--- src/hw/rtl/box_blur_window_mean_macros.svh ---
// Assertion macros used by the box blur back end (bbwm_back).
`ifndef BOX_BLUR_WINDOW_MEAN_MACROS_SVH
`define BOX_BLUR_WINDOW_MEAN_MACROS_SVH
`ifndef SYNTHESIS
`define BBWM_ASSERT_IMPL(lbl, clk, rstn, a, b) \
    lbl: assert property (@(posedge clk) disable iff (!rstn) (a) |-> (b)) \
        else $error("bbwm assertion failed");
`define BBWM_ASSERT_NEXT(lbl, clk, rstn, a, b) \
    lbl: assert property (@(posedge clk) disable iff (!rstn) (a) |=> (b)) \
        else $error("bbwm assertion failed");
`else
`define BBWM_ASSERT_IMPL(lbl, clk, rstn, a, b)
`define BBWM_ASSERT_NEXT(lbl, clk, rstn, a, b)
`endif
`endif

--- src/hw/rtl/bbwm_pkg.sv ---
`timescale 1ns / 1ps
package bbwm_pkg;
    localparam int PIX_W      = 8;
    localparam int CFG_W      = 12;
    localparam int CFG_IDX_W  = 2;
    localparam int ROW_W      = 13;
    localparam int QUO_W      = 8;
    localparam int QSTEP_W    = 3;

    localparam logic [CFG_IDX_W-1:0] CFG_IDX_WIDTH  = 2'd0;
    localparam logic [CFG_IDX_W-1:0] CFG_IDX_HEIGHT = 2'd1;

    localparam logic [CFG_W-1:0] CFG_WIDTH_RESET  = 12'd640;
    localparam logic [CFG_W-1:0] CFG_HEIGHT_RESET = 12'd480;

    localparam logic OP_PIXEL = 1'b0;
    localparam logic OP_DRAIN = 1'b1;

    typedef enum logic [2:0] {
        BK_IDLE,
        BK_SCAN,
        BK_FLUSH,
        BK_LOAD,
        BK_DIV,
        BK_OUT
    } t_bk_state;
endpackage

--- src/hw/rtl/bbwm_back.sv ---
`timescale 1ns / 1ps
`include "box_blur_window_mean_macros.svh"
module bbwm_back
    import bbwm_pkg::*;
#(
    parameter int MAX_WIDTH = 2048,
    parameter int WINDOW    = 5
) (
    input  logic                           i_clk,
    input  logic                           i_rst_n,
    input  logic [$clog2(MAX_WIDTH+1)-1:0] i_w,
    input  logic [CFG_W-1:0]               i_h,
    input  logic                           i_run_valid,
    input  logic [ROW_W-1:0]               i_run_r,
    input  logic [$clog2(WINDOW)-1:0]      i_run_slot,
    input  logic [$clog2(MAX_WIDTH)-1:0]   i_run_lo,
    input  logic [$clog2(MAX_WIDTH)-1:0]   i_run_hi,
    input  logic                           i_run_fend,
    output logic                           o_run_take,
    output logic                           o_busy,
    output logic                           o_rd_en,
    output logic [$clog2(WINDOW)-1:0]      o_rd_slot,
    output logic [$clog2(MAX_WIDTH)-1:0]   o_rd_col,
    input  logic [3*PIX_W-1:0]             i_rd_data,
    input  logic                           i_pop,
    output logic                           o_empty,
    output logic [PIX_W-1:0]               o_avg_blue,
    output logic [PIX_W-1:0]               o_avg_green,
    output logic [PIX_W-1:0]               o_avg_red,
    output logic                           o_run_end,
    output logic                           o_frame_end
);
    localparam int HALF = WINDOW / 2;
    localparam int CW   = $clog2(MAX_WIDTH);
    localparam int SLW  = $clog2(WINDOW);
    localparam int DW   = $clog2(WINDOW);
    localparam int SW   = PIX_W + $clog2(WINDOW * WINDOW);
    localparam int NW   = $clog2(WINDOW * WINDOW + 1);
    localparam int XW   = SW + NW;

    t_bk_state r_state, n_state;

    logic [ROW_W-1:0] r_r;
    logic [CW-1:0]    r_c;
    logic [CW-1:0]    r_hi;
    logic             r_fend;
    logic [SLW-1:0]   r_slot0;
    logic [SLW-1:0]   r_slot;
    logic [DW-1:0]    r_dy;
    logic [DW-1:0]    r_dx;
    logic             r_pv;
    logic [SW-1:0]    r_sb, r_sg, r_sr;
    logic [NW-1:0]    r_cnt;
    logic [XW-1:0]    r_rb, r_rg, r_rr;
    logic [XW-1:0]    r_dvs;
    logic [QUO_W-1:0] r_qb, r_qg, r_qr;
    logic [QSTEP_W-1:0] r_step;
    logic             r_ov;

    logic [ROW_W:0]   ry;
    logic [CW:0]      cx;
    logic             tap_ok;
    logic             scan_last;
    logic             run_last;
    logic             out_wr;
    logic [SLW-1:0]   take_slot;

    assign ry        = {1'b0, r_r} + (ROW_W + 1)'(r_dy);
    assign cx        = {1'b0, r_c} + (CW + 1)'(r_dx);
    assign tap_ok    = (ry >= (ROW_W + 1)'(HALF))
                    && (ry < (ROW_W + 1)'(i_h) + (ROW_W + 1)'(HALF))
                    && (cx >= (CW + 1)'(HALF))
                    && (cx < (CW + 1)'(i_w) + (CW + 1)'(HALF));
    assign scan_last = (r_dy == DW'(WINDOW - 1)) && (r_dx == DW'(WINDOW - 1));
    assign run_last  = (r_c == r_hi);
    assign take_slot = (i_run_slot == SLW'(WINDOW - 1)) ? '0 : i_run_slot + SLW'(1);

    always_comb begin
        n_state = r_state;
        unique case (r_state)
            BK_IDLE:  if (i_run_valid) n_state = BK_SCAN;
            BK_SCAN:  if (scan_last) n_state = BK_FLUSH;
            BK_FLUSH: n_state = BK_LOAD;
            BK_LOAD:  n_state = BK_DIV;
            BK_DIV:   if (r_step == QSTEP_W'(QUO_W - 1)) n_state = BK_OUT;
            BK_OUT:   if (!r_ov) n_state = run_last ? BK_IDLE : BK_SCAN;
            default:  n_state = BK_IDLE;
        endcase
    end

    always_comb begin
        o_run_take = 1'b0;
        o_rd_en    = 1'b0;
        out_wr     = 1'b0;
        unique case (r_state)
            BK_IDLE: o_run_take = i_run_valid;
            BK_SCAN: o_rd_en    = tap_ok;
            BK_OUT:  out_wr     = !r_ov;
            default: ;
        endcase
    end

    assign o_busy    = (r_state != BK_IDLE);
    assign o_rd_slot = r_slot;
    assign o_rd_col  = CW'(cx - (CW + 1)'(HALF));

    always_ff @(posedge i_clk) begin
        if (!i_rst_n) begin
            r_state <= BK_IDLE;
            r_ov    <= 1'b0;
            r_pv    <= 1'b0;
        end else begin
            r_state <= n_state;
            r_pv    <= o_rd_en;
            if (out_wr) begin
                r_ov <= 1'b1;
            end else if (i_pop && r_ov) begin
                r_ov <= 1'b0;
            end
        end
    end

    always_ff @(posedge i_clk) begin
        if (o_run_take) begin
            r_r     <= i_run_r;
            r_c     <= i_run_lo;
            r_hi    <= i_run_hi;
            r_fend  <= i_run_fend;
            r_slot0 <= take_slot;
            r_slot  <= take_slot;
            r_dy    <= '0;
            r_dx    <= '0;
            r_sb    <= '0;
            r_sg    <= '0;
            r_sr    <= '0;
            r_cnt   <= '0;
        end else if (out_wr && !run_last) begin
            r_c    <= r_c + CW'(1);
            r_slot <= r_slot0;
            r_dy   <= '0;
            r_dx   <= '0;
            r_sb   <= '0;
            r_sg   <= '0;
            r_sr   <= '0;
            r_cnt  <= '0;
        end else begin
            if (r_state == BK_SCAN) begin
                if (r_dx == DW'(WINDOW - 1)) begin
                    r_dx   <= '0;
                    r_dy   <= r_dy + DW'(1);
                    r_slot <= (r_slot == SLW'(WINDOW - 1)) ? '0 : r_slot + SLW'(1);
                end else begin
                    r_dx <= r_dx + DW'(1);
                end
            end
            if (r_pv) begin
                r_sb  <= r_sb + SW'(i_rd_data[PIX_W-1:0]);
                r_sg  <= r_sg + SW'(i_rd_data[2*PIX_W-1:PIX_W]);
                r_sr  <= r_sr + SW'(i_rd_data[3*PIX_W-1:2*PIX_W]);
                r_cnt <= r_cnt + NW'(1);
            end
        end
    end

    // Restoring division, one quotient bit per cycle for all three channels.
    always_ff @(posedge i_clk) begin
        if (r_state == BK_LOAD) begin
            r_rb   <= XW'(r_sb);
            r_rg   <= XW'(r_sg);
            r_rr   <= XW'(r_sr);
            r_dvs  <= XW'((r_cnt == '0) ? NW'(1) : r_cnt) << (QUO_W - 1);
            r_step <= '0;
        end else if (r_state == BK_DIV) begin
            r_step <= r_step + QSTEP_W'(1);
            r_dvs  <= r_dvs >> 1;
            if (r_rb >= r_dvs) begin
                r_rb <= r_rb - r_dvs;
                r_qb <= {r_qb[QUO_W-2:0], 1'b1};
            end else begin
                r_qb <= {r_qb[QUO_W-2:0], 1'b0};
            end
            if (r_rg >= r_dvs) begin
                r_rg <= r_rg - r_dvs;
                r_qg <= {r_qg[QUO_W-2:0], 1'b1};
            end else begin
                r_qg <= {r_qg[QUO_W-2:0], 1'b0};
            end
            if (r_rr >= r_dvs) begin
                r_rr <= r_rr - r_dvs;
                r_qr <= {r_qr[QUO_W-2:0], 1'b1};
            end else begin
                r_qr <= {r_qr[QUO_W-2:0], 1'b0};
            end
        end
    end

    always_ff @(posedge i_clk) begin
        if (out_wr) begin
            o_avg_blue  <= r_qb;
            o_avg_green <= r_qg;
            o_avg_red   <= r_qr;
            o_run_end   <= run_last;
            o_frame_end <= r_fend && run_last;
        end
    end

    assign o_empty = !r_ov;

    `BBWM_ASSERT_IMPL(a_center_counted, i_clk, i_rst_n, r_state == BK_LOAD, r_cnt != '0)
    `BBWM_ASSERT_NEXT(a_out_written, i_clk, i_rst_n, out_wr, r_ov)
    `BBWM_ASSERT_NEXT(a_div_done, i_clk, i_rst_n, (r_state == BK_DIV) && (r_step == QSTEP_W'(QUO_W - 1)), r_state == BK_OUT)
endmodule

--- config.mk ---
export PLATFORM = sky130hd
export DESIGN_NAME = bbwm_back
export DESIGN_NICKNAME = d
export VERILOG_FILES = /design/src/hw/rtl/bbwm_pkg.sv /design/src/hw/rtl/bbwm_back.sv
export VERILOG_INCLUDE_DIRS = /design/src /design/src/hw/rtl
export SDC_FILE = /design/constraint.sdc
export NUM_CORES = 1
export LEC_CHECK = 0
export BUFFER_PORTS_ARGS = -buffer_cell sky130_fd_sc_hd__buf_4
export CORE_MARGIN = 2
export CORE_UTILIZATION = 60
export DETAILED_ROUTE_END_ITERATION = 8
export PLACE_DENSITY = 0.83
export SLEW_MARGIN = 20
export SYNTH_ARGS = -nofsm -noshare
export SYNTH_HDL_FRONTEND = slang
export SYNTH_SLANG_ARGS = --single-unit
--- constraint.sdc ---
create_clock -name i_clk -period 4.78 [get_ports i_clk]
set_input_delay 0.956 -clock i_clk [delete_from_list [all_inputs] [get_ports i_clk]]
set_output_delay 0.956 -clock i_clk [all_outputs]
set_load 0.02 [all_outputs]
==> impl_metrics.yaml <==
pwr:
  power_density_nw_per_um2: 294.4
  report.power.total_mw: 4.689
  p_leak_nw: 6.531
  ir_drop_mv: 0.2493
clocking:
  clock-root-buffer: "clkbuf_16"
  cts_buffer_depth: 3
  path_clk_slew_ns: 0.06
  cts.sinks: 220
  cts_tree: "done"
  cts_max_level: 1
  cts_buffers: 24
  insertion_delay_ns: 0.52
outcome:
  status: "finished, final reports clean"
finish:
  antenna_cells: 0
  final_net_count: 1794
  fin_cells: 1882
  final_common_cell: "buf_4"
  drive_above_1_share_pct: 13.90
  area_growth_syn_to_layout_pct: 16.37
  mostFrequentLayoutCells: "buf_4, edfxtp_1, nor2_1, nand2_1, ha_1"
sta:
  worstMarginPinSlew_ns: 0.9907
  fin_crit_ns: 4.670
  setup_viol: 0
  max_freq_ghz: 0.2141
  fin_skew_ns: 0.008082
  finalCritPeriodShare_pct: 97.70
  max_slew_margin_pct: 33.87
  slew_viol_final: 0
  hold_viol: 0
detailed_routing:
  vias: 11240
  remaining_drc_errors: 0
  wirelength_um: 32210
  drt_iter0_drc: 907
  via_per_inst: 5.972
  route.detailed.wl_per_inst_um: 17.11
  drt_first_pass_iters: 5
  ant_nets: 0
placement:
  placed_cells: 1829
  dpl.hpwl_um: 22680
  port_buffers: 134
  gp_congestion: 0.8933
worst_setup_path:
  crit_family: "compound AO/OA/AOI/OAI gates"
  critPathMaxFanout: 4
  critPathBufInv: 3
  r2r_cells: 14
  worst_ep_required_time_ns: 3.82
  crit_type: "register to primary output"
  end_kind: "primary output"
  slowest_delay_ns: 0.42
  crit_cells: 15
  crit_chain: "ha_2, buf_4, a21o_1, a21o_1, and2_4, nand2_4, xor2_4, inv_2, ha_4, a2111oi_4, o21ai_1, a311oi_1, o21ai_1, nor3_1, buf_4"
  cpMaxStageDelayCell: "edfxtp_1"
  cp.arrival_ns: 3.71
  start_kind: "register"
synth:
  synth_cell_types: 73
  yosys_warnings: 0
  syn_nets: 1662
  ys_async_sr_fraction_pct: 0
  ys_ff_latch: 220
  synth-edff-count: 140
  syn_area_per_cell_um2: 9.457
  ys.flop_type: "edfxtp_1"
  ys_seq_area_share_pct: 42.42
  synth_area_um2: 13680
  syn_inst: 1447
hold_path:
  hold_path_class: "register to register"
  whs_path_depth: 0
global_route:
  antenna_found_initial: 0
  grt_overflow_total: 0
  grt_pass1_wl_um: 52050
  grt_start_max_net_pins: 52
  grt_pass1_vias: 10840
  groute.usage.overall_pct: 26.52
floorplan:
  die_y_um: 155.0
  die-area_um2: 24030
  pin_count: 135
  coreArea_um2: 22500
  dieWidth_um: 155.0
  num_rows: 55
  initial_core_util_pct: 60.81
job:
  maxCapViolations: 0
[sequential cells by signal, indices dropped and copies added (netlist names), 5 cells and up]
name / count
r_qg: 8
r_cnt: 5
r_sb: 13
r_qr: 8
r_c: 11
o_avg_green: 8
r_rb: 18
o_avg_red: 8
r_sg: 13
r_r: 13
r_sr: 13
r_rg: 18
r_qb: 8
o_avg_blue: 8
r_hi: 11
r_dvs: 16
r_rr: 18
[report_power, final]
| group | switching (mW) | internal (mW) | total, mW |
|---|---|---|---|
| registers | 0.0702 | 2.07 | 2.14 |
| logic | 0.350 | 0.308 | 0.658 |
| clock network | 0.749 | 1.14 | 1.89 |
| total | 1.17 | 3.52 | 4.69 |
[metal layers]
| layer | GRT usage (%) | share of wire (%) | vias to the layer above |
|---|---|---|---|
| met3 | 3.454 | 4.9 | 82 |
| li1 | - | - | 5476 |
| met2 | 46.58 | 50 | 329 |
| met5 | 0 | 0 | - |
| met1 | 33.46 | 42 | 5353 |
| met4 | 10.10 | 3.4 | 0 |
[cell families after synthesis]
logic type	Yosys count	share of synthesized area (%)
compound gates	328	15.27
xor+xnor	128	8.192
fa+ha+maj	125	11.85
buf+inv	132	3.621
flops	220	42.42
mux	18	1.317
other cells	1	0.02740
simple gates	495	17.30
[synth_stat cells (3+ instances only)]
library cell  count  area [um^2]
inv_1            85        319.1
nor4_1            5        31.28
ha_1            116         1451
or4_1             4        30.03
or2_2             7        43.79
o211ai_1         12        90.09
o31ai_1          13        97.59
nor2b_1          20        125.1
dfxtp_1          80         1602
o21ai_1           6        30.03
nand2b_1         11        68.82
nand3_1          66        330.3
clkbuf_1         44        165.2
o21a_1           13        97.59
o21bai_1          5        37.54
o21ai_0          73        365.4
and3_1           22        137.6
xor2_1           53        464.2
and2_1           12        75.07
fa_1              8        160.2
mux2i_1          18        180.2
buf_1             3        11.26
a21o_1           26        195.2
xnor2_1          75        656.9
and3b_1           3        26.28
a21oi_1         108        540.5
nand4_1          14        87.58
edfxtp_1        140         4204
nand3b_1          3        22.52
nor2_1          140        525.5
o2111ai_1         5        43.79
nor3b_1           3        22.52
a21boi_0          3        22.52
nor3_1           37        185.2
nand2_1         127        476.7
o31a_1           10        87.58
a31oi_1           9        56.30
or3_1             8        50.05
a211oi_1         16        120.1
[final cells by class]
cell class              count  area (um^2)
multi-input cells        1095         7475
flip-flops and latches    220         5806
clock inverters            10        106.4
inverters                  85        319.1
fillers                  1673         6579
well taps                 285        356.6
repair buffers            153         1152
clock buffers              34        709.4
[final timing paths]
kind,startpoint,to,slack (ns)
setup / recovery,r_c[0],o_rd_en,0.11
hold / removal,r_qr[7],o_avg_red[7],0.42
setup reg to reg,r_c[0],r_pv,1.24
hold reg to reg,r_qr[7],o_avg_red[7],0.42
[repair_timing]
action	CTS	global route
pin swaps	3	10
hold endpoints to repair	0	0
buffers inserted	4	5
hold buffers	0	0
endpoints found under the setup margin	1	1
gates resized for setup	6	13
[per-stage QoR]
stage	worst slack, ns	util [%]	hold slack [ns]	setup TNS (ns)	cell area [um^2]
after floorplan	0.2926	-	0.4003	0	13680
after global placement	0.3374	66.44	0.4014	0	14950
after detailed placement	0.3356	66.44	0.4045	0	14950
after CTS	0.02786	70.27	0.4187	0	15810
after global routing	-0.04225	70.76	0.4327	-0.04225	15920
final	0.1097	70.76	0.4171	0	15920
Power figures use the tool's default switching activity.
