$ cat src/hw/rtl/box_blur_window_mean_macros.svh
// Assertion macros used by the box blur back end (bbwm_back).
`ifndef BOX_BLUR_WINDOW_MEAN_MACROS_SVH
`define BOX_BLUR_WINDOW_MEAN_MACROS_SVH
`ifndef SYNTHESIS
`define BBWM_ASSERT_IMPL(lbl, clk, rstn, a, b) \
    lbl: assert property (@(posedge clk) disable iff (!rstn) (a) |-> (b)) \
        else $error("bbwm assertion failed");
`define BBWM_ASSERT_NEXT(lbl, clk, rstn, a, b) \
    lbl: assert property (@(posedge clk) disable iff (!rstn) (a) |=> (b)) \
        else $error("bbwm assertion failed");
`else
`define BBWM_ASSERT_IMPL(lbl, clk, rstn, a, b)
`define BBWM_ASSERT_NEXT(lbl, clk, rstn, a, b)
`endif
`endif

$ cat src/hw/rtl/bbwm_pkg.sv
`timescale 1ns / 1ps
package bbwm_pkg;
    localparam int PIX_W      = 8;
    localparam int CFG_W      = 12;
    localparam int CFG_IDX_W  = 2;
    localparam int ROW_W      = 13;
    localparam int QUO_W      = 8;
    localparam int QSTEP_W    = 3;

    localparam logic [CFG_IDX_W-1:0] CFG_IDX_WIDTH  = 2'd0;
    localparam logic [CFG_IDX_W-1:0] CFG_IDX_HEIGHT = 2'd1;

    localparam logic [CFG_W-1:0] CFG_WIDTH_RESET  = 12'd640;
    localparam logic [CFG_W-1:0] CFG_HEIGHT_RESET = 12'd480;

    localparam logic OP_PIXEL = 1'b0;
    localparam logic OP_DRAIN = 1'b1;

    typedef enum logic [2:0] {
        BK_IDLE,
        BK_SCAN,
        BK_FLUSH,
        BK_LOAD,
        BK_DIV,
        BK_OUT
    } t_bk_state;
endpackage

$ cat src/hw/rtl/bbwm_front.sv
`timescale 1ns / 1ps
module bbwm_front
    import bbwm_pkg::*;
#(
    parameter int MAX_WIDTH = 2048,
    parameter int WINDOW    = 5
) (
    input  logic                           i_clk,
    input  logic                           i_rst_n,
    input  logic                           i_accept,
    input  logic                           i_op,
    input  logic [3*PIX_W-1:0]             i_pix,
    input  logic [$clog2(MAX_WIDTH+1)-1:0] i_w,
    input  logic [CFG_W-1:0]               i_h,
    input  logic                           i_pos_clear,
    output logic                           o_we,
    output logic [$clog2(WINDOW)-1:0]      o_wr_slot,
    output logic [$clog2(MAX_WIDTH)-1:0]   o_wr_col,
    output logic [3*PIX_W-1:0]             o_wr_data,
    output logic                           o_run_push,
    output logic [ROW_W-1:0]               o_run_r,
    output logic [$clog2(WINDOW)-1:0]      o_run_slot,
    output logic [$clog2(MAX_WIDTH)-1:0]   o_run_lo,
    output logic [$clog2(MAX_WIDTH)-1:0]   o_run_hi,
    output logic                           o_run_fend
);
    localparam int HALF = WINDOW / 2;
    localparam int CW   = $clog2(MAX_WIDTH);
    localparam int WW   = $clog2(MAX_WIDTH + 1);
    localparam int SLW  = $clog2(WINDOW);

    logic [ROW_W-1:0] r_row;
    logic [CW-1:0]    r_col;
    logic [SLW-1:0]   r_slot;

    logic             last_col;
    logic             col_ge;
    logic             row_ge;
    logic [ROW_W-1:0] out_r;

    assign last_col = (WW'(r_col) == i_w - WW'(1));
    assign col_ge   = (r_col >= CW'(HALF));
    assign row_ge   = (r_row >= ROW_W'(HALF));
    assign out_r    = r_row - ROW_W'(HALF);

    assign o_we      = i_accept && (r_row < ROW_W'(i_h));
    assign o_wr_slot = r_slot;
    assign o_wr_col  = r_col;
    assign o_wr_data = (i_op == OP_DRAIN) ? '0 : i_pix;

    assign o_run_push = i_accept && row_ge && (last_col || col_ge);
    assign o_run_r    = out_r;
    assign o_run_slot = r_slot;
    assign o_run_lo   = col_ge ? r_col - CW'(HALF) : '0;
    assign o_run_hi   = last_col ? CW'(i_w - WW'(1)) : r_col - CW'(HALF);
    assign o_run_fend = last_col && (out_r == ROW_W'(i_h) - ROW_W'(1));

    always_ff @(posedge i_clk) begin
        if (!i_rst_n || i_pos_clear) begin
            r_row  <= '0;
            r_col  <= '0;
            r_slot <= '0;
        end else if (i_accept) begin
            if (last_col) begin
                r_col <= '0;
                if (r_row + ROW_W'(1) >= ROW_W'(i_h) + ROW_W'(HALF)) begin
                    r_row  <= '0;
                    r_slot <= '0;
                end else begin
                    r_row  <= r_row + ROW_W'(1);
                    r_slot <= (r_slot == SLW'(WINDOW - 1)) ? '0 : r_slot + SLW'(1);
                end
            end else begin
                r_col <= r_col + CW'(1);
            end
        end
    end
endmodule

$ cat config.mk
export PLATFORM = sky130hd
export DESIGN_NAME = bbwm_front
export DESIGN_NICKNAME = d
export VERILOG_FILES = /design/src/hw/rtl/box_blur_window_mean_macros.svh /design/src/hw/rtl/bbwm_pkg.sv /design/src/hw/rtl/bbwm_front.sv
export SDC_FILE = /design/constraint.sdc
export NUM_CORES = 1
export LEC_CHECK = 0
export BUFFER_PORTS_ARGS = -buffer_cell sky130_fd_sc_hd__buf_2
export CORE_MARGIN = 1
export CORE_UTILIZATION = 48
export DETAILED_ROUTE_END_ITERATION = 16
export PLACE_DENSITY = 0.81
export SLEW_MARGIN = 20
export SYNTH_ARGS = -nofsm -noshare
export SYNTH_HDL_FRONTEND = slang
export SYNTH_SLANG_ARGS = --single-unit
$ cat constraint.sdc
create_clock -name i_clk -period 5.2 [get_ports i_clk]
set_clock_uncertainty 0.15 [all_clocks]
set_input_delay 0.78 -clock i_clk [delete_from_list [all_inputs] [get_ports i_clk]]
set_output_delay 0.78 -clock i_clk [all_outputs]
set_load 0.02 [all_outputs]
==> results of run 1 <==
[power groups by stage]
| stage | Combinational (mW) | Sequential [mW] | Clock, mW |
|---|---|---|---|
| 2_1_floorplan | 0.0975 | 0.213 | 0 |
| 3_3_place_gp | 0.150 | 0.213 | 0 |
| 3_5_place_dp | 0.153 | 0.213 | 0 |
| 4_1_cts | 0.154 | 0.208 | 0.124 |
| 5_1_grt | 0.168 | 0.209 | 0.134 |
| 6_report | 0.154 | 0.208 | 0.121 |
[synth_stat cells, drive strengths merged, types with 2 or more instances]
master   instances  area [sq um]
a2111oi          2         17.52
a211o            2         17.52
a21boi           2         15.01
a21o             3         22.52
a21oi           30         150.1
a221oi           3         32.53
a31o             3         26.28
a31oi            3         18.77
and2             2         12.51
and3            10         62.56
and4             2         17.52
buf             15         97.59
clkbuf          27         101.4
dfxtp           27         540.5
ha              39         488.0
inv             33         123.9
mux2i            8         80.08
nand2           38         142.6
nand2b           7         43.79
nand3           19         95.09
nand3b           9         67.56
nand4            8         50.05
nor2            35         131.4
nor2b           27         168.9
nor3            20         110.1
nor3b            3         22.52
nor4            10         81.33
o2111ai          4         35.03
o211ai           4         30.03
o21a             3         22.52
o21ai           10         50.05
o22ai            7         43.79
or2              3         18.77
or3             16         110.1
or4              4         30.03
or4b             2         23.77
xnor2           53         464.2
xnor3            4         90.09
xor2            24         210.2
[registers in the layout, summed over array words and instances (netlist names)]
name	flops
o_run_slot	3
r_row	13
o_wr_col	11
[area by class of cell]
| type | count | area [sq um] | area share |
|---|---|---|---|
| flip-flops and latches | 27 | 540.5 | 0.1173 |
| repair buffers | 135 | 685.7 | 0.1488 |
| well taps | 102 | 127.6 | 0.02769 |
| clock inverters | 1 | 7.507 | 0.001629 |
| clock buffers | 3 | 41.29 | 0.008958 |
| multi-input cells | 427 | 3083 | 0.6688 |
| inverters | 33 | 123.9 | 0.02687 |
[path summary, 6_finish.rpt]
kind | from | to | slack [ns] | cells past startpoint
worst max-delay path | i_w[0] | o_run_hi[5] | 0.47 | 11
worst min register to register | o_run_slot[0]$_SDFFE_PP0P_ | o_run_slot[0]$_SDFFE_PP0P_ | 0.37 | 2
worst max register to register | r_row[1]$_SDFFE_PP0P_ | r_row[10]$_SDFFE_PP0P_ | 1.15 | 13
worst min-delay path | o_run_slot[0]$_SDFFE_PP0P_ | o_run_slot[0]$_SDFFE_PP0P_ | 0.37 | 2
[routing by layer]
metal | share of wire | vias up | routed length, microns
met1 | 0.45 | 1913 | 4842
met4 | 0.0063 | 0 | 68
met2 | 0.49 | 122 | 5280
li1 | - | 2033 | -
met3 | 0.050 | 8 | 534
met5 | 0 | - | 0
[cell usage in the layout (no fill, tap or decap), types with 4 or more instances in the layout]
cell and n:
xnor2_1 53, or3_1 14, xnor3_1 4, ha_1 39, buf_2 131, nand2b_1 7
o21ai_0 10, nand3_1 19, xor2_1 24, nor3_1 18, nand2_1 38, a21oi_1 30
mux2i_1 8, buf_4 4, nor4_1 7, o211ai_1 4, nor2_1 35, nand3b_1 9
nor2b_1 27, inv_1 33, nand4_1 8, o2111ai_1 4, dfxtp_1 27, or4_1 4
o22ai_1 7, and3_1 10
[cell families after synthesis]
logic type               Yosys count  synth area share
AND/OR/NAND/NOR                  220            0.3134
AO/OA/AOI/OAI                     79            0.1292
buffers and inverters             75           0.08193
adder cells (fa/ha/maj)           39            0.1238
multiplexers                       8           0.02032
flip-flops                        27            0.1372
XOR/XNOR                          81            0.1940
[critical path, stage by stage]
cell and delay (ns):
buf_2 0.12, inv_1 0.05, ha_1 0.22, or3b_2 0.51, nor3_1 0.35, xnor3_1 0.23, nand4_1 0.19, nor2_1 0.65
buf_4 0.29, mux2i_1 0.21, buf_2 0.19
[through the flow]
step	instance area [sq um]	hold slack, ns
final	4609	0.3679
after global routing	4609	0.4010
after CTS	4609	0.3743
after detailed placement	4561	0.3593
after global placement	4561	0.3468
after floorplan	3940	0.3521
==> flow_summary_export.csv, run 1 <==
group,metric,value,unit
global_route,grt_antenna_before_repair,0,
logic_synthesis,syn_avg_cell_area,7.448,sq um
clock_tree,htreeDepth,1,
global_route,grt_pass1_vias,3869,
logic_synthesis,synthCells,529,
clock_tree,insertion_delay,0.28,ns
timing,setup-tns-final,0,ns
timing,hold_viol,0,
timing,fmax,0.2116,GHz
floorplanning,rows,32,
clock_tree,post_cts_buffers,0,
global_route,grt_util_met3,0.02627,
power_and_ir_drop,powerDensity,104.9,mW/mm^2
clock_tree,ctsResizeCount,0,
global_route,track_usage,0.2461,
floorplanning,io_pins,132,
clock_tree,cts-root-buf,"clkbuf_8",
floorplanning,die_x,92.60,microns
floorplanning,die_height,92.60,microns
drt,drc,0,
clock_tree,clk_pin_slew_worst_paths,0.10,ns
run,max_cap_violations,0,
outcome,outcome,"completed",
logic_synthesis,syn_area,0.003940,sq mm
clock_tree,cts.sink_count,27,
power_and_ir_drop,power.leakage,2.094,nW
worst_setup_path,cp_max_fo,10,
placement,pre_cts_slack,0.4866,ns
logic_synthesis,synth-seq-cells,27,
global_route,use_met1,0.3190,
drt,vias_per_cell,5.599,
drt,postRouteWirelength,10730,microns
power_and_ir_drop,switching_power,0.1583,mW
timing,finalSetupViolCount,0,
clock_tree,cts_made_buffers,3,
global_route,overflow,0,
finish,fin_cells,728,
power_and_ir_drop,power,0.4834,mW
placement,dp_hpwl,8732,microns
logic_synthesis,synth_cell_types,54,
power_and_ir_drop,p_int,0.3251,mW
placement,placed_cells,724,
global_route,grtUsageMet2,0.4426,
finish,area_delta_synth_final,16.99,%
drt,drt.antenna.violating_nets,0,
worst_setup_path,critPathLaunchType,"input pin",
worst_setup_path,critPathKind,"input pin to output port",
worst_setup_path,cp-end-kind,"output port",
finish,drive_gt1_frac,0.2492,
drt,drtIter0Drc,187,
placement,io_buffer_count,131,
worst_hold_path,hold_path.class,"flop to flop",
worst_setup_path,cp.arrival,3.80,ns
timing,worst_pin_slew,0.7772,ns
logic_synthesis,synth-seq-area-share,0.1372,
timing,worst_slack,0.4731,ns
clock_tree,clock_path_buffers,2,
drt,dr.pass1.iters,4,
logic_synthesis,synth_nets,621,
drt,vias,4076,
floorplanning,die-area,0.008575,sq mm
power_and_ir_drop,pwr-share-seq,0.431,
power_and_ir_drop,swShare,0.3275,
timing,period_needed,4.727,ns
clock_tree,cts_tree,"yes",
power_and_ir_drop,clkPwrFrac,0.250,
finish,num_antenna_cells,0,
power_and_ir_drop,power_frac_comb,0.319,
finish,final_util,0.5874,
finish,num-fill-cells,749,
power_and_ir_drop,worst_ir_drop_vdd,0.0001021,V
logic_synthesis,synthArstFlopShare,0,
finish,layout.nets,719,
timing,slew_viol_final,0,
floorplanning,start_util,0.5021,
timing,rsz0062_at_grt,"no",
drt,post_drt_wl_per_cell,14.73,microns
logic_synthesis,yosysWarnings,0,
logic_synthesis,synth_ff_type,"dfxtp_1",
clock_tree,postCtsHoldBufs,0,
global_route,grt-busiest-layer,"met2",
worst_setup_path,worstPathRequired,4.27,ns
global_route,grt_max_degree,32,
placement,gp_congestion,0.9517,
logic_synthesis,synth_edf_count,0,
timing,slew_headroom,0.4799,
floorplanning,core_area,0.007848,sq mm
global_route,grt_pass1_wl,17640,microns
timing,period_share,0.9090,
(Power assumes the default switching activity.)
==> run 2, diff against run 1 <==
- ABC_AREA: not set -> 1
- PLACE_DENSITY: 0.81 -> 0.8
- SLEW_MARGIN: 20 -> 10
==> flow_summary_export.csv, run 2 <==
group,metric,value,unit
drt,postRouteWirelength,10850,microns
drt,drc,0,
finish,layout.nets,937,
placement,pre_cts_slack,1.061,ns
worst_setup_path,critPathLaunchType,"input pin",
finish,stdcell_area,0.004952,sq mm
timing,slew_viol_final,0,
clock_tree,clk_pin_slew_worst_paths,0.09,ns
placement,dp_hpwl,8965,microns
logic_synthesis,synth_top_cell_area_share,0.1364,
power_and_ir_drop,p_int,0.3226,mW
power_and_ir_drop,powerDensity,99.78,mW/mm^2
clock_tree,htreeDepth,1,
floorplanning,rows,33,
power_and_ir_drop,switching_power,0.1715,mW
timing,worst_slack,1.018,ns
floorplanning,start_util,0.5054,
finish,layout_commonest_cell,"nand2_1",
logic_synthesis,synth_cell_types,35,
power_and_ir_drop,power.leakage,2.753,nW
worst_setup_path,worst_path_max_delay_cell,"nor2_4",
floorplanning,die_x,95.95,microns
clock_tree,insertion_delay,0.27,ns
power_and_ir_drop,worst_ir_drop_vdd,0.0001068,V
worst_setup_path,cp-end-kind,"output port",
finish,num_antenna_cells,0,
timing,rsz0062_at_grt,"no",
drt,drtIter0Drc,256,
worst_setup_path,critPathKind,"input pin to output port",
global_route,grt_antenna_before_repair,0,
worst_setup_path,max_stage_delay,0.46,ns
clock_tree,clock_path_buffers,2,
finish,largest-register,"r_row",
finish,drive_gt1_frac,0.1967,
timing,finalSetupViolCount,0,
power_and_ir_drop,clkPwrFrac,0.240,
logic_synthesis,synthArstFlopShare,0,
drt,drt.antenna.violating_nets,0,
placement,placed_cells,945,
run,max_cap_violations,0,
worst_setup_path,cp_max_fo,24,
placement,placed_area,0.004907,sq mm
worst_hold_path,hold_path.class,"flop to flop",
timing,fmax,0.2391,GHz
timing,worst_pin_slew,0.6096,ns
floorplanning,io_pins,132,
logic_synthesis,synthCells,731,
logic_synthesis,syn_area,0.004237,sq mm
worst_setup_path,cp.arrival,3.25,ns
worst_setup_path,worstPathRequired,4.27,ns
logic_synthesis,synth_edf_count,0,
worst_setup_path,crit_chain,"buf_2, inv_1, ha_1, nand2_2, nor2_4, nand2_1, nand2_1, nand2_2, nand2_2, nand2_2, inv_1, nand2_1, nor2_4, inv_2, nand2_1, o21ai_2, buf_2",
logic_synthesis,ys_top_cells_by_count,"nand2_1 (154), nor2_1 (126), inv_1 (114)",
drt,vias,4794,
finish,final_cell_mix,"nand2_1 (154), buf_2 (131), nor2_1 (126), inv_1 (114), nand3_1 (68)",
clock_tree,ctsResizeCount,0,
floorplanning,core_area,0.008382,sq mm
clock_tree,post_cts_buffers,0,
finish,largest_reg_flops,13,
finish,final_util,0.5908,
timing,whs,0.3939,ns
drt,dr.pass1.iters,5,
placement,io_buffer_count,131,
timing,period_share,0.8043,
power_and_ir_drop,power,0.4941,mW
outcome,outcome,"completed",
clock_tree,cts.sink_count,27,
clock_tree,cts-root-buf,"clkbuf_8",
logic_synthesis,synth-seq-area-share,0.1276,
global_route,track_usage,0.2361,
logic_synthesis,synth-seq-cells,27,
timing,slew_headroom,0.5924,
global_route,overflow,0,
placement,gp_congestion,0.9292,
logic_synthesis,synth_nets,823,
finish,area_delta_synth_final,16.89,%
power_and_ir_drop,power_frac_comb,0.339,
power_and_ir_drop,pwr-share-seq,0.421,
logic_synthesis,synth_ff_type,"dfxtp_1",
global_route,grt_pass1_wl,17570,microns
timing,hold_viol,0,
logic_synthesis,yosys.area.top_type,"nand2_1",
logic_synthesis,yosysWarnings,0,
drt,vias_per_cell,5.052,
global_route,grt_pass1_vias,3938,
floorplanning,die-area,0.009205,sq mm
finish,fin_cells,949,
drt,post_drt_wl_per_cell,11.43,microns
floorplanning,die_height,95.95,microns
clock_tree,cts_tree,"yes",
global_route,grt_max_degree,28,
clock_tree,postCtsHoldBufs,0,
logic_synthesis,synth_most_common_cell,"nand2_1",
clock_tree,cts_made_buffers,3,
timing,period_needed,4.182,ns
timing,setup-tns-final,0,ns
logic_synthesis,synth_area_leaders,"nand2_1 (14%), dfxtp_1 (13%), ha_1 (12%)",
logic_synthesis,syn_avg_cell_area,5.796,sq um
power_and_ir_drop,swShare,0.3471,
## run 2: cell types whose count changed after synthesis, sizes merged, moves of 27 or more
cell,previous run,this run
inv,33,116
nor2,35,137
nor2b,27,0
xnor2,53,6
nand2,38,161
nand3,19,69
## run 2: power groups by stage
| stage | clock network [mW] | registers, mW | logic, mW |
|---|---|---|---|
| final | 0.118 | 0.208 | 0.168 |
| after global routing | 0.131 | 0.208 | 0.190 |
| after CTS | 0.122 | 0.208 | 0.168 |
| after detailed placement | 0 | 0.213 | 0.167 |
| after global placement | 0 | 0.213 | 0.166 |
| after floorplan | 0 | 0.213 | 0.110 |
## run 2: layout make-up
cell class / count / area [sq um]
Clock buffer: 4 / 45.04
Tap cell: 105 / 131.4
Multi-Input combinational cell: 563 / 3122
Inverter: 116 / 435.4
Fill cell: 851 / 3430
Timing Repair Buffer: 134 / 678.2
Sequential cell: 27 / 540.5
## run 2: final timing paths
kind	startpoint	end	slack [ns]	cells past startpoint
max	i_w[0]	o_run_hi[1]	1.02	17
min	r_row[11]$_SDFFE_PP0P_	r_row[11]$_SDFFE_PP0P_	0.39	2
max reg2reg	r_row[2]$_SDFFE_PP0P_	r_row[5]$_SDFFE_PP0P_	1.96	17
min reg2reg	r_row[11]$_SDFFE_PP0P_	r_row[11]$_SDFFE_PP0P_	0.39	2
## run 2: cells by family (layout without fill, tap and decap cells)
| logic type | after synthesis | count (layout) | synth area share |
|---|---|---|---|
| AO/OA/AOI/OAI | 55 | 55 | 0.07531 |
| flip-flops | 27 | 27 | 0.1276 |
| adder cells (fa/ha/maj) | 39 | 39 | 0.1152 |
| AND/OR/NAND/NOR | 420 | 420 | 0.4451 |
| XOR/XNOR | 49 | 49 | 0.1013 |
| buffers and inverters | 141 | 254 | 0.1356 |
## run 2: per-layer routing
metal / track usage / vias to the layer above / part of all wire
li1: - / 2538 / -
met1: 0.3286 / 2083 / 0.49
met2: 0.4077 / 167 / 0.45
met3: 0.02607 / 6 / 0.058
met4: 0.01617 / 0 / 0.0018
met5: 0 / - / 0
## run 2: worst max-delay path: cells and delay by family
kind	cells	cell delay [ns]
adder cells (fa/ha/maj)	1	0.31
AND/OR/NAND/NOR	10	1.33
buffers and inverters	5	0.76
AO/OA/AOI/OAI	1	0.06
