`src/hw/rtl/box_blur_window_mean_macros.svh`:
```
// Assertion macros used by the box blur back end (bbwm_back).
`ifndef BOX_BLUR_WINDOW_MEAN_MACROS_SVH
`define BOX_BLUR_WINDOW_MEAN_MACROS_SVH
`ifndef SYNTHESIS
`define BBWM_ASSERT_IMPL(lbl, clk, rstn, a, b) \
    lbl: assert property (@(posedge clk) disable iff (!rstn) (a) |-> (b)) \
        else $error("bbwm assertion failed");
`define BBWM_ASSERT_NEXT(lbl, clk, rstn, a, b) \
    lbl: assert property (@(posedge clk) disable iff (!rstn) (a) |=> (b)) \
        else $error("bbwm assertion failed");
`else
`define BBWM_ASSERT_IMPL(lbl, clk, rstn, a, b)
`define BBWM_ASSERT_NEXT(lbl, clk, rstn, a, b)
`endif
`endif

```
`src/hw/rtl/bbwm_pkg.sv`:
```
`timescale 1ns / 1ps
package bbwm_pkg;
    localparam int PIX_W      = 8;
    localparam int CFG_W      = 12;
    localparam int CFG_IDX_W  = 2;
    localparam int ROW_W      = 13;
    localparam int QUO_W      = 8;
    localparam int QSTEP_W    = 3;

    localparam logic [CFG_IDX_W-1:0] CFG_IDX_WIDTH  = 2'd0;
    localparam logic [CFG_IDX_W-1:0] CFG_IDX_HEIGHT = 2'd1;

    localparam logic [CFG_W-1:0] CFG_WIDTH_RESET  = 12'd640;
    localparam logic [CFG_W-1:0] CFG_HEIGHT_RESET = 12'd480;

    localparam logic OP_PIXEL = 1'b0;
    localparam logic OP_DRAIN = 1'b1;

    typedef enum logic [2:0] {
        BK_IDLE,
        BK_SCAN,
        BK_FLUSH,
        BK_LOAD,
        BK_DIV,
        BK_OUT
    } t_bk_state;
endpackage

```
`src/hw/rtl/bbwm_run_fifo.sv`:
```
`timescale 1ns / 1ps
module bbwm_run_fifo
    import bbwm_pkg::*;
#(
    parameter int WIDTH = 40
) (
    input  logic             i_clk,
    input  logic             i_rst_n,
    input  logic             i_push,
    input  logic [WIDTH-1:0] i_data,
    input  logic             i_pop,
    output logic             o_valid,
    output logic [WIDTH-1:0] o_data
);
    logic [WIDTH-1:0] r_q [2];
    logic             r_wp;
    logic             r_rp;
    logic [1:0]       r_cnt;

    always_ff @(posedge i_clk) begin
        if (i_push) begin
            r_q[r_wp] <= i_data;
        end
    end

    always_ff @(posedge i_clk) begin
        if (!i_rst_n) begin
            r_wp  <= 1'b0;
            r_rp  <= 1'b0;
            r_cnt <= 2'd0;
        end else begin
            if (i_push) begin
                r_wp <= ~r_wp;
            end
            if (i_pop) begin
                r_rp <= ~r_rp;
            end
            r_cnt <= r_cnt + 2'(i_push) - 2'(i_pop);
        end
    end

    assign o_valid = (r_cnt != 2'd0);
    assign o_data  = r_q[r_rp];
endmodule

```
`config.mk`:
```
export PLATFORM = sky130hd
export DESIGN_NAME = bbwm_run_fifo
export DESIGN_NICKNAME = d
export VERILOG_FILES = /design/src/hw/rtl/box_blur_window_mean_macros.svh /design/src/hw/rtl/bbwm_pkg.sv /design/src/hw/rtl/bbwm_run_fifo.sv
export SDC_FILE = /design/constraint.sdc
export NUM_CORES = 1
export LEC_CHECK = 0
export BUFFER_PORTS_ARGS = -buffer_cell sky130_fd_sc_hd__clkbuf_2
export CAP_MARGIN = 15
export CORE_ASPECT_RATIO = 0.5
export CORE_MARGIN = 2
export CORE_UTILIZATION = 51
export DETAILED_ROUTE_END_ITERATION = 12
export HOLD_SLACK_MARGIN = 0.03
export PLACE_DENSITY = 0.78
export SLEW_MARGIN = 20
export SYNTH_ARGS = -nofsm -noshare
export SYNTH_HDL_FRONTEND = slang
export SYNTH_SLANG_ARGS = --single-unit
```
`constraint.sdc`:
```
create_clock -name i_clk -period 2.9 [get_ports i_clk]
set_input_delay 0.435 -clock i_clk [delete_from_list [all_inputs] [get_ports i_clk]]
set_output_delay 0.435 -clock i_clk [all_outputs]
set_load 0.05 [all_outputs]
```
==> impl_metrics.json, run 1 <==
{
  "finalHoldViolations": 0,
  "vias_per_cell": 4.938,
  "slowest_stage": "sky130_fd_sc_hd__dfxtp_2",
  "crit_path_start_kind": "register",
  "setup-tns-final_ns": 0,
  "critical-path-top-delay-family": "buffers and inverters",
  "dpl.hpwl_um": 3314,
  "clkLatencyLatePin_ns": 0.32,
  "seq_area_mm2": 0.002504,
  "clock_power_share": 0.357,
  "p_leak_uw": 0.001519,
  "num_antenna_cells": 0,
  "cts_made_buffers": 9,
  "die_height_um": 59.30,
  "compound_gate_fraction_of_synth_area": 0.002407,
  "drt_first_iter_violations": 38,
  "synth_warnings": 0,
  "core_region_area_mm2": 0.005981,
  "power_density_mw_per_mm2": 759.1,
  "post_synth.cell_area_avg_um2": 21.66,
  "pin_count_of_the_biggest_net_entering_global_routing": 41,
  "synth-seq-cells": 85,
  "post-route-min-period_ns": 2.188,
  "timing.final.max_slew_violations": 0,
  "crit_path_buf_inv_count": 2,
  "worst_path_cell_trace": "buf_4 > mux2_2 > clkbuf_2",
  "dominant_combinational_cell_family_by_area_after_synthesis": "multiplexers",
  "dpl_cell_area_mm2": 0.003636,
  "power.share.sequential": 0.485,
  "synthesis.area_mm2": 0.003119,
  "area_growth_pct": 25.67,
  "cell_accounting_for_the_most_synthesized_area": "sky130_fd_sc_hd__edfxtp_1",
  "fin_nets": 284,
  "cts.reportedPaths.clkPinSlew_ns": 0.05,
  "io_buffers": 84,
  "max_slew_margin": 0.3684,
  "most_common_flop_cell_mapped_by_yosys": "sky130_fd_sc_hd__edfxtp_1",
  "drc": 0,
  "floorplan.die_area_mm2": 0.006796,
  "grt_use_total": 0.1515,
  "max_cap_violations": 0,
  "synth-seq-area-share": 0.8022,
  "synth_top_cells_by_count": "sky130_fd_sc_hd__edfxtp_1 (80), sky130_fd_sc_hd__mux2_2 (40), sky130_fd_sc_hd__dfxtp_1 (5)",
  "drt_pre_antenna_iters": 5,
  "global_route.overflow_total": 0,
  "clk_root_buffer_cell": "sky130_fd_sc_hd__clkbuf_16",
  "start_util": 0.5215,
  "via_count_of_the_first_global_routing_pass": 1626,
  "required_ns": 2.47,
  "syn-instance-count": 144,
  "critPathMaxStageDelay_ns": 0.50,
  "synthArstFlopShare": 0,
  "placement_rows": 20,
  "boundaryPins": 85,
  "globalplace.congestion": 0.7061,
  "multi_input_logic_area_um2": 573.1,
  "post_synth_mux_area_share": 0.1444,
  "ctsHtreeMaxLevel": 3,
  "timing.setup.critical_path_class": "register to output port",
  "rsz0062_at_grt": "false",
  "synthMostInstantiatedCell": "sky130_fd_sc_hd__edfxtp_1",
  "filler_cell_count": 409,
  "clock-skew-final_ns": 0.002570,
  "postSynthNetCount": 190,
  "yosysUniqueCellTypes": 12,
  "post_cts.repair.setup_buffers": 0,
  "max_freq_ghz": 0.4571,
  "critical_path_arrival_ns": 1.75,
  "intPower_uw": 2227,
  "power.ir.vdd_worst_uv": 570.7,
  "timing_worst_slew_pin_value_ns": 0.9474,
  "antenna_found_initial": 0,
  "drt.antenna.violating_nets": 0,
  "setup-violations-final": 0,
  "drt-total-wl_um": 4870,
  "yosys.area_share.xor_xnor": 0.01003,
  "grt_pass1_wl_um": 7334,
  "share_of_layout_cells_above_drive_strength_1": 0.5926,
  "combinationalPowerShare": 0.159,
  "cts_sinks": 85,
  "synth_top_cells_by_area": "sky130_fd_sc_hd__edfxtp_1 (77%), sky130_fd_sc_hd__mux2_2 (14%), sky130_fd_sc_hd__dfxtp_1 (3.2%)",
  "route.detailed.wl_per_inst_um": 15.22,
  "power_switching_share": 0.2516,
  "synthSimpleGateAreaFrac": 0.01604,
  "dr_total_vias": 1580,
  "maximum_fanout_along_the_worst_path": 16,
  "cts_tree": "done",
  "cts-resized-gates": 0,
  "post-route-cell-area_mm2": 0.003920,
  "run_status": "finished clean",
  "synth_top_area_share": 0.7702,
  "ctsLongestPathBuffers": 2,
  "number_of_synthesized_flops_with_an_enable_pin": 80,
  "critPathCaptureType": "output port",
  "hold_path_class": "input pin to register",
  "holdBufCountCts": 0,
  "final_min_period_over_clock_period": 0.7544,
  "synth_adder_area_share": 0.008022,
  "net-switching-power_uw": 748.7,
  "chipWidth_um": 114.6
}
[final timing paths]
kind                   from    endpoint  slack (ns)  depth (start not counted)
setup / recovery   register   o_data[1]        0.71                          3
hold / removal    i_data[6]   r_q[1][6]        0.30                          1
setup reg to reg       r_wp  r_q[1][38]        1.30                          1
hold reg to reg        r_rp    register        0.59                          2
[layout make-up]
cell class,count,share of cell area
multi-input cells,53,0.1462
clock inverters,5,0.01309
well taps,77,0.02458
inverters,2,0.001915
repair buffers,87,0.1162
flip-flops and latches,85,0.6387
clock buffers,11,0.05937
[routing by layer]
metal  GRT usage  vias to the layer above  share of wire
met2      0.2916                       36           0.57
met3     0.05930                        6          0.057
li1            -                      747              -
met1      0.1487                      791           0.36
met5           0                        -              0
met4     0.06272                        0          0.013
[cell families after synthesis]
group           Yosys count
flops                    85
xor+xnor                  2
compound gates            1
fa+ha+maj                 2
buf+inv                   6
mux                      40
simple gates              8
[cell usage in the layout (no fill, tap or decap)]
master                       synthesis  routed
sky130_fd_sc_hd__clkinvlp_4          0       1
sky130_fd_sc_hd__nor2b_4             0       1
sky130_fd_sc_hd__ha_1                2       2
sky130_fd_sc_hd__xor2_1              1       1
sky130_fd_sc_hd__clkbuf_1            0       2
sky130_fd_sc_hd__buf_12              0       1
sky130_fd_sc_hd__bufinv_16           0       1
sky130_fd_sc_hd__clkinv_2            0       2
sky130_fd_sc_hd__edfxtp_1           80      80
sky130_fd_sc_hd__nor2b_1             3       2
sky130_fd_sc_hd__and2_2              0       1
sky130_fd_sc_hd__buf_4               0       2
sky130_fd_sc_hd__dfxtp_1             5       4
sky130_fd_sc_hd__dfxtp_2             0       1
sky130_fd_sc_hd__and2_1              4       3
sky130_fd_sc_hd__clkbuf_2            0      84
sky130_fd_sc_hd__mux2_2             40      40
sky130_fd_sc_hd__xnor3_1             1       1
sky130_fd_sc_hd__o21a_1              1       1
sky130_fd_sc_hd__or2_2               1       1
sky130_fd_sc_hd__inv_1               2       2
sky130_fd_sc_hd__clkinv_1            0       1
sky130_fd_sc_hd__clkbuf_16           0       9
[power groups by stage]
stage                     clock [uW]  combinational, uW  sequential (uW)
after detailed placement           0                477             1470
after floorplan                    0                371             1460
after global routing            1130                500             1450
after CTS                       1090                479             1440
final                           1060                472             1440
after global placement             0                468             1460
[flip-flops by register name, indices dropped and copies added (netlist names), named ones only]
signal / cells
r_q: 80
r_wp: 1
r_rp: 1
r_cnt: 2
[stage by stage]
stage	util	total power [uW]	instances	worst slack (ns)	hold slack [ns]
after floorplan	-	1831	144	0.2015	0.5339
after detailed placement	0.6080	1946	304	1.030	0.5721
final	0.6554	2976	320	0.7123	0.2970
after CTS	0.6554	3013	320	0.6810	0.2836
after global routing	0.6554	3081	320	0.6302	0.2892
after global placement	0.6080	1933	304	1.052	0.5624
No activity file was read; power rests on OpenSTA's default activity.
==> run 2: changes to the inputs <==
- clock period: 2.9 -> 2.1 ns (I/O delays scaled with it)
==> run 2 against run 1 <==
  * Final cell count rose by 0.31%
  * Register-to-register slack got worse by 0.51 ns
  * Die area unchanged
  * Via count is 0.70% higher
  * Critical path type unchanged
  * Largest power group unchanged
  * Highest routed layer unchanged
==> impl_metrics.json, run 2 (same netlist as run 1, synthesis figures left out) <==
{
  "setup-tns-final_ns": 0,
  "drt_first_iter_violations": 42,
  "rsz0062_at_grt": "false",
  "multi_input_logic_area_um2": 573.1,
  "grt_pass1_wl_um": 7721,
  "layout.core_utilization": 0.6646,
  "timing.reg2reg.setup_slack_ns": 0.79,
  "start_util": 0.5215,
  "global_route.overflow_total": 0,
  "vias_per_cell": 4.956,
  "grt_busiest_layer": "met2",
  "hold_path_class": "input pin to register",
  "power.ir.vdd_worst_uv": 477.5,
  "io_buffers": 84,
  "critical_path_arrival_ns": 1.57,
  "worst_flop_to_flop_path_endpoint": "r_q[1][24]",
  "ctsHtreeMaxLevel": 3,
  "globalRouteMet3Util": 0.06339,
  "drt_pre_antenna_iters": 4,
  "maximum_fanout_along_the_worst_path": 22,
  "timing.final.max_slew_violations": 0,
  "clk_root_buffer_cell": "sky130_fd_sc_hd__clkbuf_16",
  "p_leak_uw": 0.001543,
  "cts_sinks": 85,
  "cts-resized-gates": 0,
  "placement_rows": 20,
  "floorplan.die_area_mm2": 0.006796,
  "boundaryPins": 85,
  "groute.layer.met2.usage": 0.2832,
  "pin_count_of_the_biggest_net_entering_global_routing": 41,
  "cts_tree": "done",
  "globalplace.congestion": 0.6597,
  "chipWidth_um": 114.6,
  "route.detailed.wl_per_inst_um": 15.96,
  "clkLatencyLatePin_ns": 0.32,
  "global_route.usage.met1": 0.1731,
  "max_slew_margin": 0.8022,
  "die_height_um": 59.30,
  "pnr_total_power_uw": 4293,
  "critPathCaptureType": "output port",
  "finalHoldViolations": 0,
  "drt.antenna.violating_nets": 0,
  "max_cap_violations": 0,
  "worstRegToRegCells": 2,
  "antenna_found_initial": 0,
  "register_with_the_highest_flop_count": "r_q",
  "post_cts.repair.setup_buffers": 0,
  "fin_nets": 285,
  "worstReg2RegStart": "r_wp",
  "share_of_layout_cells_above_drive_strength_1": 0.5984,
  "final_min_period_over_clock_period": 0.8981,
  "ctsLongestPathBuffers": 2,
  "drc": 0,
  "holdBufCountCts": 0,
  "seq_area_mm2": 0.002504,
  "cts_made_buffers": 9,
  "max_freq_ghz": 0.5302,
  "setup.worst_path.end": "o_data[37]",
  "power_density_mw_per_mm2": 1080,
  "num_antenna_cells": 0,
  "timing_worst_slew_pin_value_ns": 0.2967,
  "grt_use_total": 0.1611,
  "clock-skew-final_ns": 0.004868,
  "dr_total_vias": 1591,
  "setup-violations-final": 0,
  "crit_path_start_kind": "register",
  "layout.cells.most_common": "sky130_fd_sc_hd__clkbuf_2",
  "number_of_flip_flops_in_the_largest_register": 80,
  "required_ns": 1.78,
  "area_growth_pct": 27.44,
  "layout_common_cells": "sky130_fd_sc_hd__clkbuf_2 (84), sky130_fd_sc_hd__edfxtp_1 (80), sky130_fd_sc_hd__mux2_2 (40)",
  "timing.setup.critical_path_class": "register to output port",
  "drt-total-wl_um": 5124,
  "core_region_area_mm2": 0.005981,
  "via_count_of_the_first_global_routing_pass": 1649,
  "post-route-min-period_ns": 1.886,
  "cts.reportedPaths.clkPinSlew_ns": 0.06,
  "run_status": "finished clean",
  "largest_registers": "r_q: 80 flops, r_cnt: 2 flops",
  "filler_cell_count": 430
}
-- run 2: worst min-delay path by stage --
stage                     startpoint         end  depth (start not counted)
final                     i_data[26]  r_q[1][26]                          1
after global routing      i_data[26]  r_q[0][26]                          1
after CTS                 i_data[26]  r_q[1][26]                          1
after detailed placement  i_data[35]  r_q[1][35]                          1
after global placement    i_data[20]  r_q[0][20]                          1
after floorplan            i_data[0]   r_q[0][0]                          0
-- run 2: worst max-delay path, stage by stage, from the launching register on --
cell,delay (ns)
sky130_fd_sc_hd__dfxtp_2,0.33
sky130_fd_sc_hd__buf_4,0.28
sky130_fd_sc_hd__mux2_2,0.39
sky130_fd_sc_hd__clkbuf_2,0.24
-- run 2: layout make-up --
class                   instances  area share
well taps                      77     0.02424
flip-flops and latches         85      0.6298
multi-input cells              53      0.1442
repair buffers                 88      0.1196
clock inverters                 4     0.01826
clock buffers                  12     0.06201
inverters                       2    0.001889
-- run 2: per-layer routing --
metal  wire length [um]  vias up
met5                  0        -
met4                121        0
met3                221       14
met2               2884       43
met1               1897      783
li1                   -      751
-- run 2: per-stage QoR --
step                setup WS [ns]  instances  hold slack [ns]  cell area, um2
floorplan                  0.2794        144           0.4139            3122
global placement           0.5679        305           0.5034            3656
detailed placement         0.5526        305           0.5076            3656
CTS                        0.1922        321           0.1624            3975
global route               0.1563        321           0.1628            3975
finish                     0.2140        321           0.1738            3975
-- run 2: report_power, final --
group	switching, uW	internal (uW)
logic	459	208
clock network	570	1070
registers	26.3	1960
total	1060	3240
==> run 3: changes to the inputs <==
- CORE_UTILIZATION: 51 -> 55
- PLACE_DENSITY: 0.78 -> 0.83
- clock period: 2.1 -> 2.29 ns (I/O delays scaled with it)
==> run 3 against run 2 <==
  * Combinational power is 8.8% lower
  * Flip-flop and latch count stayed put
  * Register-to-register slack better by 0.11 ns
  * Critical endpoint is now o_data[10]
==> impl_metrics.json, run 3 (same netlist as run 1, synthesis figures left out) <==
{
  "drt-total-wl_um": 5035,
  "dr_total_vias": 1567,
  "via_count_of_the_first_global_routing_pass": 1645,
  "global_route.overflow_total": 0,
  "clock-skew-final_ns": 0.004263,
  "cts_tree": "done",
  "cts-resized-gates": 0,
  "clk_root_buffer_cell": "sky130_fd_sc_hd__clkbuf_16",
  "p_leak_uw": 0.001523,
  "num_antenna_cells": 0,
  "placement_rows": 19,
  "critical-path-top-delay-family": "buffers and inverters",
  "drt_pre_antenna_iters": 5,
  "die_height_um": 57.25,
  "power.share.sequential": 0.480,
  "setup.worst_path.end": "o_data[10]",
  "maximum_fanout_along_the_worst_path": 23,
  "critical_path_arrival_ns": 1.58,
  "worstReg2RegStart": "r_wp",
  "power_switching_share": 0.2566,
  "route.detailed.wl_per_inst_um": 15.88,
  "crit_path_buf_inv_count": 2,
  "worst_flop_to_flop_path_endpoint": "r_q[1][13]",
  "cts_made_buffers": 9,
  "start_util": 0.5705,
  "filler_cell_count": 373,
  "critPathMaxStageDelay_ns": 0.39,
  "combinationalPowerShare": 0.160,
  "grt_use_total": 0.1672,
  "cts.reportedPaths.clkPinSlew_ns": 0.06,
  "net-switching-power_uw": 973.3,
  "clkLatencyLatePin_ns": 0.33,
  "clock_power_share": 0.360,
  "chipWidth_um": 110.5,
  "timing.reg2reg.setup_slack_ns": 0.90,
  "drt.antenna.violating_nets": 0,
  "io_buffers": 84,
  "layout.cells.most_common": "sky130_fd_sc_hd__clkbuf_2",
  "slowest_stage": "sky130_fd_sc_hd__mux2_2",
  "run_status": "finished clean",
  "fin_nets": 285,
  "multi_input_logic_area_um2": 573.1,
  "dr_wl_met3_um": 212,
  "number_of_flip_flops_in_the_largest_register": 80,
  "drc": 0,
  "route.top_layer_used": "met4",
  "critPathCaptureType": "output port",
  "share_of_layout_cells_above_drive_strength_1": 0.5943,
  "layout_common_cells": "sky130_fd_sc_hd__clkbuf_2 (84), sky130_fd_sc_hd__edfxtp_1 (80), sky130_fd_sc_hd__mux2_2 (40)",
  "setup-violations-final": 0,
  "timing.final.ws_setup_ns": 0.3616,
  "required_ns": 1.95,
  "crit_path_start_kind": "register",
  "path_depth": 3,
  "power.ir.vdd_worst_uv": 603.2,
  "worstRegToRegCells": 2,
  "core_region_area_mm2": 0.005468,
  "area_growth_pct": 25.75,
  "ctsLongestPathBuffers": 2,
  "worst_path_cell_trace": "buf_4 > mux2_2 > clkbuf_2",
  "largest_registers": "r_q: 80 flops, r_cnt: 2 flops",
  "timing.setup.critical_path_class": "register to output port",
  "register_with_the_highest_flop_count": "r_q",
  "max_slew_margin": 0.6371,
  "rsz0062_at_grt": "false",
  "holdBufCountCts": 0,
  "power_density_mw_per_mm2": 967.1,
  "setup-tns-final_ns": 0,
  "wl_met1_um": 2085,
  "grt_pass1_wl_um": 7900,
  "boundaryPins": 85,
  "ctsHtreeMaxLevel": 3,
  "timing.final.max_slew_violations": 0,
  "dpl.hpwl_um": 3305,
  "hold_path_class": "input pin to register",
  "post-route-min-period_ns": 1.928,
  "timing_worst_slew_pin_value_ns": 0.5444,
  "antenna_found_initial": 0,
  "intPower_uw": 2820,
  "drt_first_iter_violations": 61,
  "cts_sinks": 85,
  "vias_per_cell": 4.943,
  "post_cts.repair.setup_buffers": 0,
  "final_min_period_over_clock_period": 0.8421,
  "seq_area_mm2": 0.002504,
  "globalplace.congestion": 0.6634,
  "dr_wl_met2_um": 2677,
  "floorplan.die_area_mm2": 0.006326,
  "preCtsSetupSlack_ns": 0.7021,
  "pin_count_of_the_biggest_net_entering_global_routing": 42,
  "max_freq_ghz": 0.5186,
  "max_cap_violations": 0,
  "finalHoldViolations": 0
}
[run 3: routing by layer]
metal | global-route usage | vias up
li1 | - | 750
met1 | 0.1864 | 774
met2 | 0.3024 | 37
met3 | 0.06801 | 6
met4 | 0.05179 | 0
met5 | 0 | -
[run 3: worst min-delay path by stage]
stage | start | end | slack, ns | depth (start not counted)
after floorplan | i_data[0] | r_q[0][0] | 0.44 | 0
after global placement | i_data[14] | r_q[0][14] | 0.53 | 1
after detailed placement | i_data[1] | r_q[0][1] | 0.54 | 1
after CTS | i_data[29] | r_q[1][29] | 0.20 | 1
after global routing | i_data[17] | r_q[0][17] | 0.19 | 1
final | i_data[32] | r_q[0][32] | 0.20 | 1
[run 3: area by class of cell]
type                    instances  area share
flip-flops and latches         85      0.6383
multi-input cells              53      0.1461
repair buffers                 88      0.1180
clock buffers                  11     0.05933
well taps                      73     0.02329
clock inverters                 5     0.01308
inverters                       2    0.001914
[run 3: worst register-to-register path: stages, from the launching register on]
cell,delay (ns)
sky130_fd_sc_hd__dfxtp_1,0.37
sky130_fd_sc_hd__and2_2,0.46
sky130_fd_sc_hd__buf_12,0.26
[run 3: power groups by stage]
stage	Sequential [uW]	Clock, uW	Combinational (uW)
detailed placement	1850	0	612
global placement	1850	0	600
finish	1820	1370	608
CTS	1820	1380	615
global route	1830	1450	641
floorplan	1850	0	471
[run 3: stage by stage]
step	hold WS (ns)	std cells	utilization	power (uW)	area (um2)
final	0.2008	317	0.7174	3793	3923
after global routing	0.1907	317	0.7174	3914	3923
after CTS	0.1952	317	0.7174	3820	3923
after detailed placement	0.5362	301	0.6654	2464	3638
after global placement	0.5314	301	0.6654	2445	3638
after floorplan	0.4424	144	-	2318	3122
